--- src/rtl/csdq_pkg.sv ---
package csdq_pkg;

    // store geometry
    localparam int DEPTH  = 64;
    localparam int AW     = $clog2(DEPTH);
    localparam int CW     = $clog2(DEPTH + 1);
    localparam int HB_W   = $clog2(DEPTH) + 16;
    localparam int OCC_W  = 22;
    localparam int BL_W   = 23;
    localparam int CMP_W  = (HB_W + 1 > BL_W) ? HB_W + 1 : BL_W;
    localparam int LIM_W  = ((CW > 7) ? CW : 7) + 1;
    localparam logic [OCC_W-1:0] OCC_MAX = '1;

    // class codes
    localparam logic [1:0] CLS_TCP   = 2'd0;
    localparam logic [1:0] CLS_UDP   = 2'd1;
    localparam logic [1:0] CLS_VOICE = 2'd2;

    // ports that pick a class
    localparam logic [15:0] PORT_FTP_DATA = 16'd20;
    localparam logic [15:0] PORT_FTP_CTRL = 16'd21;
    localparam logic [15:0] PORT_DNS      = 16'd53;

    // result status codes
    localparam logic [2:0] ST_ENQ      = 3'd0;
    localparam logic [2:0] ST_ENQ_DROP = 3'd1;
    localparam logic [2:0] ST_IN_DROP  = 3'd2;
    localparam logic [2:0] ST_DEQ      = 3'd3;
    localparam logic [2:0] ST_EMPTY    = 3'd4;

    // operation codes
    localparam logic OP_ENQ = 1'b0;
    localparam logic OP_DEQ = 1'b1;

    // configuration register indexes
    localparam logic [1:0] CFG_QUEUE_LIMIT = 2'd0;
    localparam logic [1:0] CFG_COUNT_BYTES = 2'd1;
    localparam logic [1:0] CFG_MEAN_BYTES  = 2'd2;
    localparam logic [1:0] CFG_MAX_AGE     = 2'd3;

    typedef struct packed {
        logic        op;
        logic [15:0] pkt_tag;
        logic [15:0] dest_port;
        logic [15:0] pkt_bytes;
        logic [31:0] pkt_time_ms;
        logic [31:0] now_ms;
    } t_in;

    typedef struct packed {
        logic [2:0]  status;
        logic [15:0] out_tag;
        logic [1:0]  out_class;
        logic [15:0] out_bytes;
        logic [6:0]  queue_count;
    } t_out;

    typedef struct packed {
        logic [15:0] tag;
        logic [1:0]  cls;
        logic [15:0] bytes;
        logic [31:0] ptime;
    } t_entry;

    localparam int ENTRY_W = $bits(t_entry);

endpackage

--- src/rtl/csdq_ram.sv ---
module csdq_ram #(
    parameter int W = 8,
    parameter int D = 16
) (
    input  logic                 i_clk,
    input  logic                 i_we,
    input  logic [$clog2(D)-1:0] i_waddr,
    input  logic [W-1:0]         i_wdata,
    input  logic [$clog2(D)-1:0] i_raddr,
    output logic [W-1:0]         o_rdata
);

    logic [W-1:0] r_mem [D];
    logic [W-1:0] r_rdata;

    // write port and registered read port
    always_ff @(posedge i_clk) begin
        if (i_we) begin
            r_mem[i_waddr] <= i_wdata;
        end
        r_rdata <= r_mem[i_raddr];
    end

    assign o_rdata = r_rdata;

endmodule

--- src/rtl/class_aware_selective_drop_queue.sv ---
// one item at a time; a plain enqueue, a full-store drop or an empty dequeue goes
// straight to S_DONE and then to the output register, which waits on a busy output
// a dequeue compacts the store one entry per cycle before its result is loaded
// an at-limit enqueue also scans one entry per cycle and compacts after a drop, both
// paced by the single read port of the descriptor store
// synchronous active-low reset empties the queue, clears occupancy, loads defaults
module class_aware_selective_drop_queue (
    input  logic            i_clk,
    input  logic            i_rst_n,
    input  logic            i_in_valid,
    output logic            o_in_ready,
    input  csdq_pkg::t_in   i_in,
    output logic            o_out_valid,
    input  logic            i_out_ready,
    output csdq_pkg::t_out  o_out,
    input  logic            i_cfg_we,
    input  logic [1:0]      i_cfg_idx,
    input  logic [31:0]     i_cfg_data
);

    typedef enum logic [6:0] {
        S_IDLE   = 7'b0000001,
        S_CRED   = 7'b0000010,
        S_DECIDE = 7'b0000100,
        S_SCAN   = 7'b0001000,
        S_DEBIT  = 7'b0010000,
        S_SHIFT  = 7'b0100000,
        S_DONE   = 7'b1000000
    } t_state;

    typedef enum logic [1:0] {
        M_HEAD,
        M_VOICE,
        M_WANT
    } t_mode;

    t_state r_state;
    t_mode  r_mode;

    // configuration
    logic [6:0]  r_queue_limit;
    logic        r_count_bytes;
    logic [15:0] r_mean_bytes;
    logic [31:0] r_max_age;

    // queue bookkeeping
    logic [csdq_pkg::CW-1:0]    r_count;
    logic [csdq_pkg::HB_W-1:0]  r_held_bytes;
    logic [csdq_pkg::OCC_W-1:0] r_occ [3];

    // latched item
    csdq_pkg::t_entry r_inc;
    logic [31:0]      r_now;

    // scan and shift control
    logic [csdq_pkg::CW-1:0] r_ptr;
    logic                    r_pend;
    logic [csdq_pkg::AW-1:0] r_pidx;
    logic                    r_found;
    logic [1:0]              r_want;
    logic [csdq_pkg::AW-1:0] r_sel;
    csdq_pkg::t_entry        r_sel_ent;

    // result
    logic [2:0]       r_res_status;
    csdq_pkg::t_entry r_res_ent;
    logic             r_dec;
    logic             r_out_valid;
    csdq_pkg::t_out   r_out;

    // store ports
    logic                          ram_we;
    logic [csdq_pkg::AW-1:0]       ram_waddr;
    logic [csdq_pkg::ENTRY_W-1:0]  ram_wdata;
    logic [csdq_pkg::AW-1:0]       ram_raddr;
    logic [csdq_pkg::ENTRY_W-1:0]  ram_rdata;
    csdq_pkg::t_entry              rd_ent;

    csdq_ram #(
        .W (csdq_pkg::ENTRY_W),
        .D (csdq_pkg::DEPTH)
    ) u_store (
        .i_clk   (i_clk),
        .i_we    (ram_we),
        .i_waddr (ram_waddr),
        .i_wdata (ram_wdata),
        .i_raddr (ram_raddr),
        .o_rdata (ram_rdata)
    );

    assign rd_ent = csdq_pkg::t_entry'(ram_rdata);

    // classify the incoming item
    logic [1:0] in_cls;
    always_comb begin
        if (i_in.dest_port == csdq_pkg::PORT_FTP_DATA ||
            i_in.dest_port == csdq_pkg::PORT_FTP_CTRL) begin
            in_cls = csdq_pkg::CLS_TCP;
        end else if (i_in.dest_port == csdq_pkg::PORT_DNS) begin
            in_cls = csdq_pkg::CLS_UDP;
        end else begin
            in_cls = csdq_pkg::CLS_VOICE;
        end
    end

    logic accept;
    logic full;
    assign o_in_ready = (r_state == S_IDLE);
    assign accept     = i_in_valid && o_in_ready;
    assign full       = (r_count >= csdq_pkg::CW'(csdq_pkg::DEPTH));

    // limit test
    logic [csdq_pkg::BL_W-1:0]  byte_limit;
    logic [csdq_pkg::CMP_W-1:0] byte_sum;
    logic                       at_limit;
    assign byte_limit = csdq_pkg::BL_W'(r_queue_limit) * csdq_pkg::BL_W'(r_mean_bytes);
    assign byte_sum   = csdq_pkg::CMP_W'(r_held_bytes) + csdq_pkg::CMP_W'(i_in.pkt_bytes);
    always_comb begin
        if (r_count_bytes) begin
            at_limit = byte_sum >= csdq_pkg::CMP_W'(byte_limit);
        end else begin
            at_limit = (csdq_pkg::LIM_W'(r_count) + csdq_pkg::LIM_W'(1)) >=
                       csdq_pkg::LIM_W'(r_queue_limit);
        end
    end

    // scan and shift read issue
    logic issue;
    assign issue = (r_state == S_SCAN || r_state == S_SHIFT) && (r_ptr < r_count);

    // age test on the entry read back
    logic [32:0] age_diff;
    logic        age_bad;
    logic        rd_voice;
    logic        rd_last;
    assign age_diff = {1'b0, r_now} - {1'b0, rd_ent.ptime};
    assign age_bad  = !age_diff[32] && (age_diff[31:0] > r_max_age);
    assign rd_voice = (rd_ent.cls == csdq_pkg::CLS_VOICE);
    assign rd_last  = (csdq_pkg::CW'(r_pidx) + csdq_pkg::CW'(1)) == r_count;

    // store port steering
    always_comb begin
        ram_raddr = r_ptr[csdq_pkg::AW-1:0];
        if (r_state == S_SHIFT) begin
            ram_we    = r_pend;
            ram_waddr = r_pidx - csdq_pkg::AW'(1);
            ram_wdata = ram_rdata;
        end else begin
            ram_we    = accept && (i_in.op == csdq_pkg::OP_ENQ) && !full;
            ram_waddr = r_count[csdq_pkg::AW-1:0];
            ram_wdata = {i_in.pkt_tag, in_cls, i_in.pkt_bytes, i_in.pkt_time_ms};
        end
    end

    // occupancy of the selected classes
    logic [csdq_pkg::OCC_W-1:0] inc_occ;
    logic [csdq_pkg::OCC_W-1:0] sel_occ;
    logic [csdq_pkg::OCC_W:0]   cred_sum;
    logic [csdq_pkg::OCC_W-1:0] cred_val;
    logic [csdq_pkg::OCC_W-1:0] deb_val;
    logic [csdq_pkg::OCC_W-1:0] sel_b;
    always_comb begin
        inc_occ = '0;
        sel_occ = '0;
        for (int k = 0; k < 3; k++) begin
            if (r_inc.cls == 2'(k)) inc_occ = r_occ[k];
            if (r_sel_ent.cls == 2'(k)) sel_occ = r_occ[k];
        end
        cred_sum = {1'b0, inc_occ} + (csdq_pkg::OCC_W + 1)'(r_inc.bytes);
        cred_val = cred_sum[csdq_pkg::OCC_W] ? csdq_pkg::OCC_MAX
                                             : cred_sum[csdq_pkg::OCC_W-1:0];
        sel_b    = csdq_pkg::OCC_W'(r_sel_ent.bytes);
        deb_val  = (sel_occ > sel_b) ? sel_occ - sel_b : '0;
    end

    logic voice_big;
    assign voice_big = (r_occ[2] > r_occ[0]) && (r_occ[2] > r_occ[1]);

    logic [csdq_pkg::CW-1:0] final_count;
    assign final_count = r_count - csdq_pkg::CW'(r_dec);

    // control sequencer
    always_ff @(posedge i_clk) begin
        if (!i_rst_n) begin
            r_state       <= S_IDLE;
            r_mode        <= M_HEAD;
            r_queue_limit <= 7'd50;
            r_count_bytes <= 1'b0;
            r_mean_bytes  <= 16'd500;
            r_max_age     <= 32'd300;
            r_count       <= '0;
            r_held_bytes  <= '0;
            for (int k = 0; k < 3; k++) r_occ[k] <= '0;
            r_pend        <= 1'b0;
            r_found       <= 1'b0;
            r_dec         <= 1'b0;
            r_out_valid   <= 1'b0;
        end else begin
            // configuration writes
            if (i_cfg_we) begin
                unique case (i_cfg_idx)
                    csdq_pkg::CFG_QUEUE_LIMIT: r_queue_limit <= i_cfg_data[6:0];
                    csdq_pkg::CFG_COUNT_BYTES: r_count_bytes <= i_cfg_data[0];
                    csdq_pkg::CFG_MEAN_BYTES:  r_mean_bytes  <= i_cfg_data[15:0];
                    csdq_pkg::CFG_MAX_AGE:     r_max_age     <= i_cfg_data;
                    default: ;
                endcase
            end

            // result taken while no new one is being loaded
            if (r_out_valid && i_out_ready && r_state != S_DONE) r_out_valid <= 1'b0;

            // pipelined read bookkeeping
            r_pend <= issue;
            r_pidx <= r_ptr[csdq_pkg::AW-1:0];
            if (issue) r_ptr <= r_ptr + csdq_pkg::CW'(1);

            unique case (r_state)
                S_IDLE: begin
                    if (accept) begin
                        r_inc   <= '{tag: i_in.pkt_tag, cls: in_cls,
                                     bytes: i_in.pkt_bytes, ptime: i_in.pkt_time_ms};
                        r_now   <= i_in.now_ms;
                        r_ptr   <= '0;
                        r_found <= 1'b0;
                        r_dec   <= 1'b0;
                        if (i_in.op == csdq_pkg::OP_DEQ) begin
                            if (r_count == '0) begin
                                r_res_status <= csdq_pkg::ST_EMPTY;
                                r_res_ent    <= '0;
                                r_state      <= S_DONE;
                            end else begin
                                r_mode  <= M_HEAD;
                                r_state <= S_SCAN;
                            end
                        end else if (full) begin
                            r_res_status <= csdq_pkg::ST_IN_DROP;
                            r_res_ent    <= '{tag: i_in.pkt_tag, cls: in_cls,
                                              bytes: i_in.pkt_bytes, ptime: '0};
                            r_state      <= S_DONE;
                        end else begin
                            r_count      <= r_count + csdq_pkg::CW'(1);
                            r_held_bytes <= r_held_bytes + csdq_pkg::HB_W'(i_in.pkt_bytes);
                            if (at_limit) begin
                                r_state <= S_CRED;
                            end else begin
                                r_res_status <= csdq_pkg::ST_ENQ;
                                r_res_ent    <= '0;
                                r_state      <= S_DONE;
                            end
                        end
                    end
                end
                S_CRED: begin
                    for (int k = 0; k < 3; k++) begin
                        if (r_inc.cls == 2'(k)) r_occ[k] <= cred_val;
                    end
                    r_state <= S_DECIDE;
                end
                S_DECIDE: begin
                    r_ptr   <= '0;
                    r_found <= 1'b0;
                    if (voice_big && r_inc.cls != csdq_pkg::CLS_VOICE) begin
                        // the incoming item itself goes
                        r_mode    <= M_VOICE;
                        r_sel     <= csdq_pkg::AW'(r_count - csdq_pkg::CW'(1));
                        r_sel_ent <= r_inc;
                        r_state   <= S_DEBIT;
                    end else if (voice_big) begin
                        r_mode  <= M_VOICE;
                        r_state <= S_SCAN;
                    end else begin
                        r_mode  <= M_WANT;
                        r_want  <= (r_occ[0] > r_occ[1]) ? csdq_pkg::CLS_TCP
                                                         : csdq_pkg::CLS_UDP;
                        r_state <= S_SCAN;
                    end
                end
                S_SCAN: begin
                    if (r_pend) begin
                        case (r_mode)
                            M_HEAD: begin
                                r_sel     <= r_pidx;
                                r_sel_ent <= rd_ent;
                                r_state   <= S_DEBIT;
                            end
                            M_WANT: begin
                                if (rd_ent.cls == r_want) begin
                                    r_sel     <= r_pidx;
                                    r_sel_ent <= rd_ent;
                                    r_state   <= S_DEBIT;
                                end else if (rd_last) begin
                                    r_res_status <= csdq_pkg::ST_ENQ;
                                    r_res_ent    <= '0;
                                    r_state      <= S_DONE;
                                end
                            end
                            default: begin
                                // stale voice beats first voice
                                if (rd_voice && (age_bad || !r_found)) begin
                                    r_sel     <= r_pidx;
                                    r_sel_ent <= rd_ent;
                                end
                                if (rd_voice) r_found <= 1'b1;
                                if ((rd_voice && age_bad) || rd_last) r_state <= S_DEBIT;
                            end
                        endcase
                    end
                end
                S_DEBIT: begin
                    for (int k = 0; k < 3; k++) begin
                        if (r_sel_ent.cls == 2'(k)) r_occ[k] <= deb_val;
                    end
                    r_held_bytes <= r_held_bytes - csdq_pkg::HB_W'(r_sel_ent.bytes);
                    r_ptr        <= csdq_pkg::CW'(r_sel) + csdq_pkg::CW'(1);
                    r_dec        <= 1'b1;
                    r_res_ent    <= r_sel_ent;
                    if (r_mode == M_HEAD) begin
                        r_res_status <= csdq_pkg::ST_DEQ;
                    end else if (csdq_pkg::CW'(r_sel) == r_count - csdq_pkg::CW'(1)) begin
                        r_res_status <= csdq_pkg::ST_IN_DROP;
                    end else begin
                        r_res_status <= csdq_pkg::ST_ENQ_DROP;
                    end
                    r_state <= S_SHIFT;
                end
                S_SHIFT: begin
                    if (!issue && !r_pend) r_state <= S_DONE;
                end
                S_DONE: begin
                    if (!r_out_valid || i_out_ready) begin
                        r_out_valid <= 1'b1;
                        r_out       <= '{status: r_res_status, out_tag: r_res_ent.tag,
                                         out_class: r_res_ent.cls,
                                         out_bytes: r_res_ent.bytes,
                                         queue_count: 7'(final_count)};
                        r_count     <= final_count;
                        r_state     <= S_IDLE;
                    end
                end
                default: r_state <= S_IDLE;
            endcase
        end
    end

    assign o_out_valid = r_out_valid;
    assign o_out       = r_out;

    // the queue never holds more than the store
    a_count_bound: assert property (@(posedge i_clk) disable iff (!i_rst_n)
        r_count <= csdq_pkg::CW'(csdq_pkg::DEPTH))
        else $error("held count beyond store depth");

    // compaction writes stay inside the held range
    a_shift_range: assert property (@(posedge i_clk) disable iff (!i_rst_n)
        (r_state == S_SHIFT && ram_we) |-> (csdq_pkg::CW'(ram_waddr) < r_count))
        else $error("compaction write outside held entries");

    // a finished item lands in the output register
    a_done_loads: assert property (@(posedge i_clk) disable iff (!i_rst_n)
        (r_state == S_DONE && (!r_out_valid || i_out_ready)) |=>
        (r_out_valid && r_state == S_IDLE))
        else $error("result not loaded on completion");

    // a new item is taken only with no item in flight
    a_accept_idle: assert property (@(posedge i_clk) disable iff (!i_rst_n)
        accept |=> (r_state != S_IDLE))
        else $error("item accepted but sequencer stayed idle");

endmodule

--- config.mk ---
export PLATFORM = sky130hd
export DESIGN_NAME = class_aware_selective_drop_queue
export DESIGN_NICKNAME = d
export VERILOG_FILES = /design/src/rtl/csdq_pkg.sv /design/src/rtl/csdq_ram.sv /design/src/rtl/class_aware_selective_drop_queue.sv
export SDC_FILE = /design/constraint.sdc
export NUM_CORES = 2
export LEC_CHECK = 0
export ABC_AREA = 0
export BUFFER_PORTS_ARGS = -buffer_cell sky130_fd_sc_hd__buf_2
export CAP_MARGIN = 20
export CORE_UTILIZATION = 53
export CTS_BUF_LIST = sky130_fd_sc_hd__clkbuf_8
export DETAILED_ROUTE_END_ITERATION = 7
export GPL_ROUTABILITY_DRIVEN = 0
export PLACE_DENSITY = 0.71
export SLEW_MARGIN = 5
export SYNTH_ARGS = -nofsm -noshare
export SYNTH_HDL_FRONTEND = slang
export SYNTH_HIERARCHICAL = 1
export SYNTH_MEMORY_MAX_BITS = 65536
export SYNTH_SLANG_ARGS = --single-unit
--- constraint.sdc ---
create_clock -name i_clk -period 7.8 [get_ports i_clk]
set_clock_uncertainty 0.05 [all_clocks]
set_input_delay 0 -clock i_clk [delete_from_list [all_inputs] [get_ports i_clk]]
set_output_delay 0 -clock i_clk [all_outputs]
set_load 0.02 [all_outputs]
# ---- Word-level counts from Yosys, hierarchy flattened
# Memories as Yosys holds them, arrays and structs flattened. A register that Yosys moved wholly into a read port is not among the register bits.
# Index checks and enable logic that the tools add are counted.
# W data, S select, Z words.
dict set report totals {
  register_bits 364
  ramBits 4290
  inputBits 152
  wordCells 286
  memories 2
}
dict set report op_classes {
  add_sub_neg 14
  n_mul 1
  magnitude_cmp 9
  n_eq_ne 44
  n_mux 123
  bitwise_logic 9
  reduce_logical 50
}
# memory depth width read_ports rd_clocked_by_memory_dff wr line
set mem_list {}
lappend mem_list {u_store.r_mem 64 66 1 1 1 csdq_ram.sv:13} ;# logic [W-1:0] r_mem [D];
lappend mem_list {r_occ 3 22 3 0 3 class_aware_selective_drop_queue.sv:49} ;# logic [csdq_pkg::OCC_W-1:0] r_occ [3];
# op count
set op_table {}
lappend op_table {{$mux W66} 14}
lappend op_table {{$mux W22} 17}
lappend op_table {{$pmux W66 S2} 2}
lappend op_table {{$pmux W66 S3} 1}
lappend op_table {{$mux W7} 17}
lappend op_table {{$gt A22 B22 Y1} 3}
lappend op_table {{$pmux W7 S7} 1}
lappend op_table {{$add A22 B16 Y23} 2}
lappend op_table {{$pmux W22 S2} 1}
lappend op_table {{$sub A22 B16 Y22} 2}
lappend op_table {{$mux W1} 37}
lappend op_table {{$sub A32 B32 Y33} 1}
lappend op_table {{$eq A16 B5 Y1 const B} 2}
lappend op_table {{$gt A32 B32 Y1} 1}
lappend op_table {{$mux W6} 5}
lappend op_table {{$pmux W7 S2} 2}
lappend op_table {{$mux W3} 9}
lappend op_table {{$pmux W6 S2} 2}
lappend op_table {{$ge A23 B23 Y1} 1}
lappend op_table {{$mul A7 B16 Y23} 1}
lappend op_table {{$add A22 B16 Y22} 1}
lappend op_table {{$gt A22 B16 Y1} 1}
lappend op_table {{$ne A2 B2 Y1 const B} 11}
lappend op_table {{$pmux W7 S3} 1}
lappend op_table {{other kinds (50)} 115}

# ---- Logic depth before layout (Yosys ltp)
dict set report logic_depth {
  ltp_word 9
  mapped_depth 29
}

# ---- By module
# Netlist, hierarchy kept.
# mod n_inst cells_each area_each_um2
set modules_own_cells {}
lappend modules_own_cells {csdq_ram 1 6808 161219.6}
lappend modules_own_cells {class_aware_selective_drop_queue 1 2979 27777.9}

# ---- Least setup slack after synthesis
# No wires, ideal clock.
dict set report synth_path {
  path_kind {reg2reg}
  startpoint {register r_queue_limit[6]}
  endpoint {register r_res_ent[32] (netlist bit) (enable)}
  setup_time_ns 0.444
  arrival_ns 7.396
  t_required_ns 7.306
  setup_slack_ns -0.090
  path_stages_with_launch 27
  synth_period_minus_slack_ns 7.890
  cell_sequence {dfxtp_1 > clkbuf_1 > nand2_1 > fa_1 > fa_1 > inv_1 > fa_1 > inv_1 > fa_1 > inv_1 > ha_1 > o21ai_0 > nand2_1 > o311ai_1 > nand3_1 > o41a_1 > a21o_1 > a21oi_1 > xor2_1 > ha_1 > and3_1 > nand3_1 > nor3_1 > o211a_1 > nor4_1 > nor3_1 > a21oi_1}
}
dict set report synth_via {
  elab_chain_cells 5
  word_cells_on_any_way 6
  classes_between {mul: 1; order compare: 2; eq/ne: 1; mux: 1; reduce/logical: 1}
}
# item line
set synth_rtl {}
lappend synth_rtl {{start: declaration} class_aware_selective_drop_queue.sv:41} ;# logic [6:0] r_queue_limit;
lappend synth_rtl {{start signal: assignment} class_aware_selective_drop_queue.sv:202} ;# csdq_pkg::CFG_QUEUE_LIMIT: r_queue_limit <= i_cfg_data[6:0];
lappend synth_rtl {{$mul A7 B16 Y23} class_aware_selective_drop_queue.sv:116} ;# assign byte_limit = csdq_pkg::BL_W'(r_queue_limit) * csdq_pkg::BL_W'(r_mean_bytes);
lappend synth_rtl {{$ge A23 B23 Y1} class_aware_selective_drop_queue.sv:120} ;# at_limit = byte_sum >= csdq_pkg::CMP_W'(byte_limit);
lappend synth_rtl {{$mux W1 *} class_aware_selective_drop_queue.sv:119} ;# if (r_count_bytes) begin
lappend synth_rtl {{$ne A4 B4 Y1 (no source line) *} -}
lappend synth_rtl {{$reduce_and A9 Y1 (no source line) *} -}
lappend synth_rtl {{end signal: assignment} class_aware_selective_drop_queue.sv:238} ;# r_res_ent <= '{tag: i_in.pkt_tag, cls: in_cls,
lappend synth_rtl {{end signal: assignment} class_aware_selective_drop_queue.sv:317} ;# r_res_ent <= r_sel_ent;
lappend synth_rtl {{end: declaration} class_aware_selective_drop_queue.sv:66} ;# csdq_pkg::t_entry r_res_ent;
# Every way passes the cells marked *; elsewhere a longest branch is shown, timed or not.
# A chain may end at the register's enable or synchronous reset.

# ---- Worst setup path in the final report
dict set report layout_path {
  startpoint {register r_queue_limit[2]}
  endpoint {register r_res_ent[53] (netlist bit) (enable)}
}
# Same word-level chain as after synthesis.

==> impl_metrics.csv <==
group,metric,value,unit
worst_setup_path,worstSetupEndpointType,"flop",
logic_synthesis,syn_nets,10300,
final_layout,area_growth,13.66,%
route,detail_route.first_pass.iterations,6,
cts,cts_buffers,719,
floorplanning,rows,218,
route,finalWirelength,560000,µm
run_status,status,"complete, no violations",
global_route,track_usage,30.92,%
sta,max_slew_margin,15.60,%
floorplanning,die_width,599.2,µm
logic_synthesis,synth.top_cell.area_share,71.36,%
route,drt_iter0_drc,15930,
hold_path,hold_end,"u_store/r_mem[7][54]",
cts,cts_sinks,4655,
power,p_leak,71.23,nW
worst_setup_path,regToRegSetupSlack,0.45,ns
sta,layout_setup_ws,0.4540,ns
sta,slew_violations,0,
worst_setup_path,timing_worst_setup_path_type,"reg -> reg",
sta,fmax,136.1,MHz
worst_setup_path,r2r_cells,26,
global_route,overflow,0,
sta,hold_violations,0,
sta,rsz0062_at_grt,"no",
sta,setup_viol_count_final,0,
route,viasPerCell,6.620,
route,dr_total_vias,107600,
route,antenna_left,0,
logic_synthesis,synth_area_per_cell,19.31,µm²
logic_synthesis,post-synth-top-count-cell,"edfxtp_1",
worst_setup_path,r2r-end,"r_res_ent[53]",
worst_setup_path,r2r_start,"r_queue_limit[2]",
place,hpwl,309500,µm
power,cellPowerDensity,273.3,nW/µm²
cts,clk_pin_slew,0.06,ns
cts,cts_tree,"yes",
hold_path,min_path_type,"in -> reg",
final_layout,drive_gt1_share,23.19,%
worst_setup_path,crit_arrival,8.17,ns
job,drv_cap,0,
worst_setup_path,crit_path_start_kind,"flop",
worst_setup_path,required,8.62,ns
floorplanning,io_pins,198,
route,drc,0,
place,dp_slack,0.6340,ns
sta,fin_crit_sh,94.18,%
cts,clock_tree.root_cell,"clkbuf_8",
logic_synthesis,ys_warn_count,6,
logic_synthesis,ys_seq_area_share,73.09,%
logic_synthesis,synth_common_cells,"edfxtp_1, mux4_2, nand2_1, ha_1, inv_1",
logic_synthesis,synthArstFlopShare,0,%
hold_path,hp-start,"i_in[100]",
sta,worst_slew_pin_slew,1.259,ns
route,wl_per_cell,34.47,µm
final_layout,register_area,138100,µm²
worst_setup_path,crit_buf_inv,5,
cts,post_cts_buffers,0,
worst_setup_path,slowest_stage,"fa_1",
final_layout,fin_nets,11360,
sta,finalSetupTns,0,ns
floorplanning,coreArea,353800,µm²
cts,clock_latency,1.29,ns
worst_setup_path,crit_family,"adder cells",
logic_synthesis,yosysTopAreaCell,"edfxtp_1",
logic_synthesis,synth-seq-cells,4655,
floorplanning,die_area,359000,µm²
final_layout,final.fill_count,24590,
global_route,grt_pass1_wl,779600,µm
logic_synthesis,synthCells,9787,
place,io_buffers,197,
floorplanning,start_util,53.42,%
logic_synthesis,synth_top_flop_cell,"edfxtp_1",
floorplanning,dieHeight,599.2,µm
power,irDropWorstVdd,185.7,µV
place,place_area,197100,µm²
logic_synthesis,synth_edf_count,4491,
cts,cts_buffer_depth,4,
logic_synthesis,synth_cell_types,84,
worst_setup_path,cp_max_fo,30,
hold_path,hold_depth,3,
logic_synthesis,syn_area,189000,µm²
final_layout,multi_input_area,48320,µm²
worst_setup_path,slowest_delay,0.55,ns
sta,period_needed,7.346,ns
cts,htree_num_levels,6,
global_route,grt_max_degree,106,
global_route,antenna_found_initial,52,
global_route,grt_pass1_vias,106000,
final_layout,postLayoutCellArea,214800,µm²
logic_synthesis,synth_area_leaders,"edfxtp_1, mux4_2, ha_1",
-- worst max-delay path by stage --
stage,end,slack (ns),startpoint,cells past startpoint
finish,r_res_ent[53],0.45,r_queue_limit[2],26
global route,r_res_ent[53],0.04,r_queue_limit[2],27
CTS,r_res_ent[53],0.49,r_queue_limit[2],27
detailed placement,r_res_ent[53],0.63,r_queue_limit[2],27
global placement,r_res_ent[54],0.60,r_queue_limit[2],27
floorplan,u_store/r_mem[48][0],0.23,r_state[6],9
-- cell type report --
| cell class | instances | area share [%] |
|---|---|---|
| flip-flops and latches | 4655 | 64.31 |
| multi-input cells | 4388 | 22.49 |
| repair buffers | 824 | 3.698 |
| clock inverters | 557 | 1.337 |
| diodes | 74 | 0.08621 |
| well taps | 4730 | 2.755 |
| inverters | 258 | 0.4508 |
| clock buffers | 760 | 4.869 |
-- layout by cell type (no fill, tap or decap), drive strengths merged, types with 173 or more instances in the layout --
master,count
edfxtp,4491
mux4,1056
clkbuf,762
inv,552
buf,489
nand2,481
dlygate4sd3,333
ha,285
clkinv,237
nor2,222
a21oi,213
mux2i,191
a22oi,173
o21ai,173
-- tightest hold or removal path: cells and delay by family --
family	cells	cell delay, ns
buffers and inverters	2	0.69
muxes	1	0.39
-- registers in the layout (all words and copies together) (netlist names), 2 cells and up --
signal           count
r_res_ent           34
r_held_bytes        22
r_state              7
r_res_status         3
u_store/r_mem     4224
r_count              7
r_occ               66
r_ptr                7
r_queue_limit        7
r_sel_ent           34
r_mode               2
r_max_age           32
r_sel                6
u_store/o_rdata     66
o_out               44
r_mean_bytes        16
r_inc               34
r_pidx               6
r_now               32
-- layer usage --
layer / share of wire (%) / routed length (µm) / GRT usage, %
met1: 35 / 196000 / 40.99
met2: 46 / 257600 / 47.77
met3: 13 / 73400 / 7.976
met4: 5.9 / 32800 / 15.71
met5: 0.035 / 196 / 0
-- power breakdown --
group | switching (mW) | internal (mW)
registers | 0.466 | 27.9
logic | 6.66 | 4.63
clock network | 9.61 | 9.49
-- timing repair --
item	4_1_cts	5_1_grt
resized for setup	0	0
hold buffers	326	7
hold endpoints to repair	3995	59
-- kinds of logic (layout without fill, tap and decap cells) --
kind of cell	count (synthesis)	in the layout	synth area share, %
DFF	4655	4655	73.09
and+or+nand+nor	1397	1397	3.598
muxes	1311	1311	13.98
AOI/OAI and AO/OA	1154	1154	4.183
buffers and inverters	744	2399	1.706
adders and majority gates	359	359	2.671
xor gates and xnor gates	167	167	0.7739
other	0	74	0
-- through the flow --
step | std cells | utilization [%] | hold slack, ns | power [mW]
2_1_floorplan | 9787 | - | 0.04887 | 36.05
3_3_place_gp | 14470 | 55.67 | 0.1304 | 39.52
3_5_place_dp | 14480 | 55.72 | 0.1305 | 39.74
4_1_cts | 16120 | 60.41 | 0.005014 | 58.63
5_1_grt | 16230 | 60.71 | -0.008447 | 60.57
6_report | 16250 | 60.72 | 0.02736 | 58.71
No activity file was read; power rests on OpenSTA's default activity.
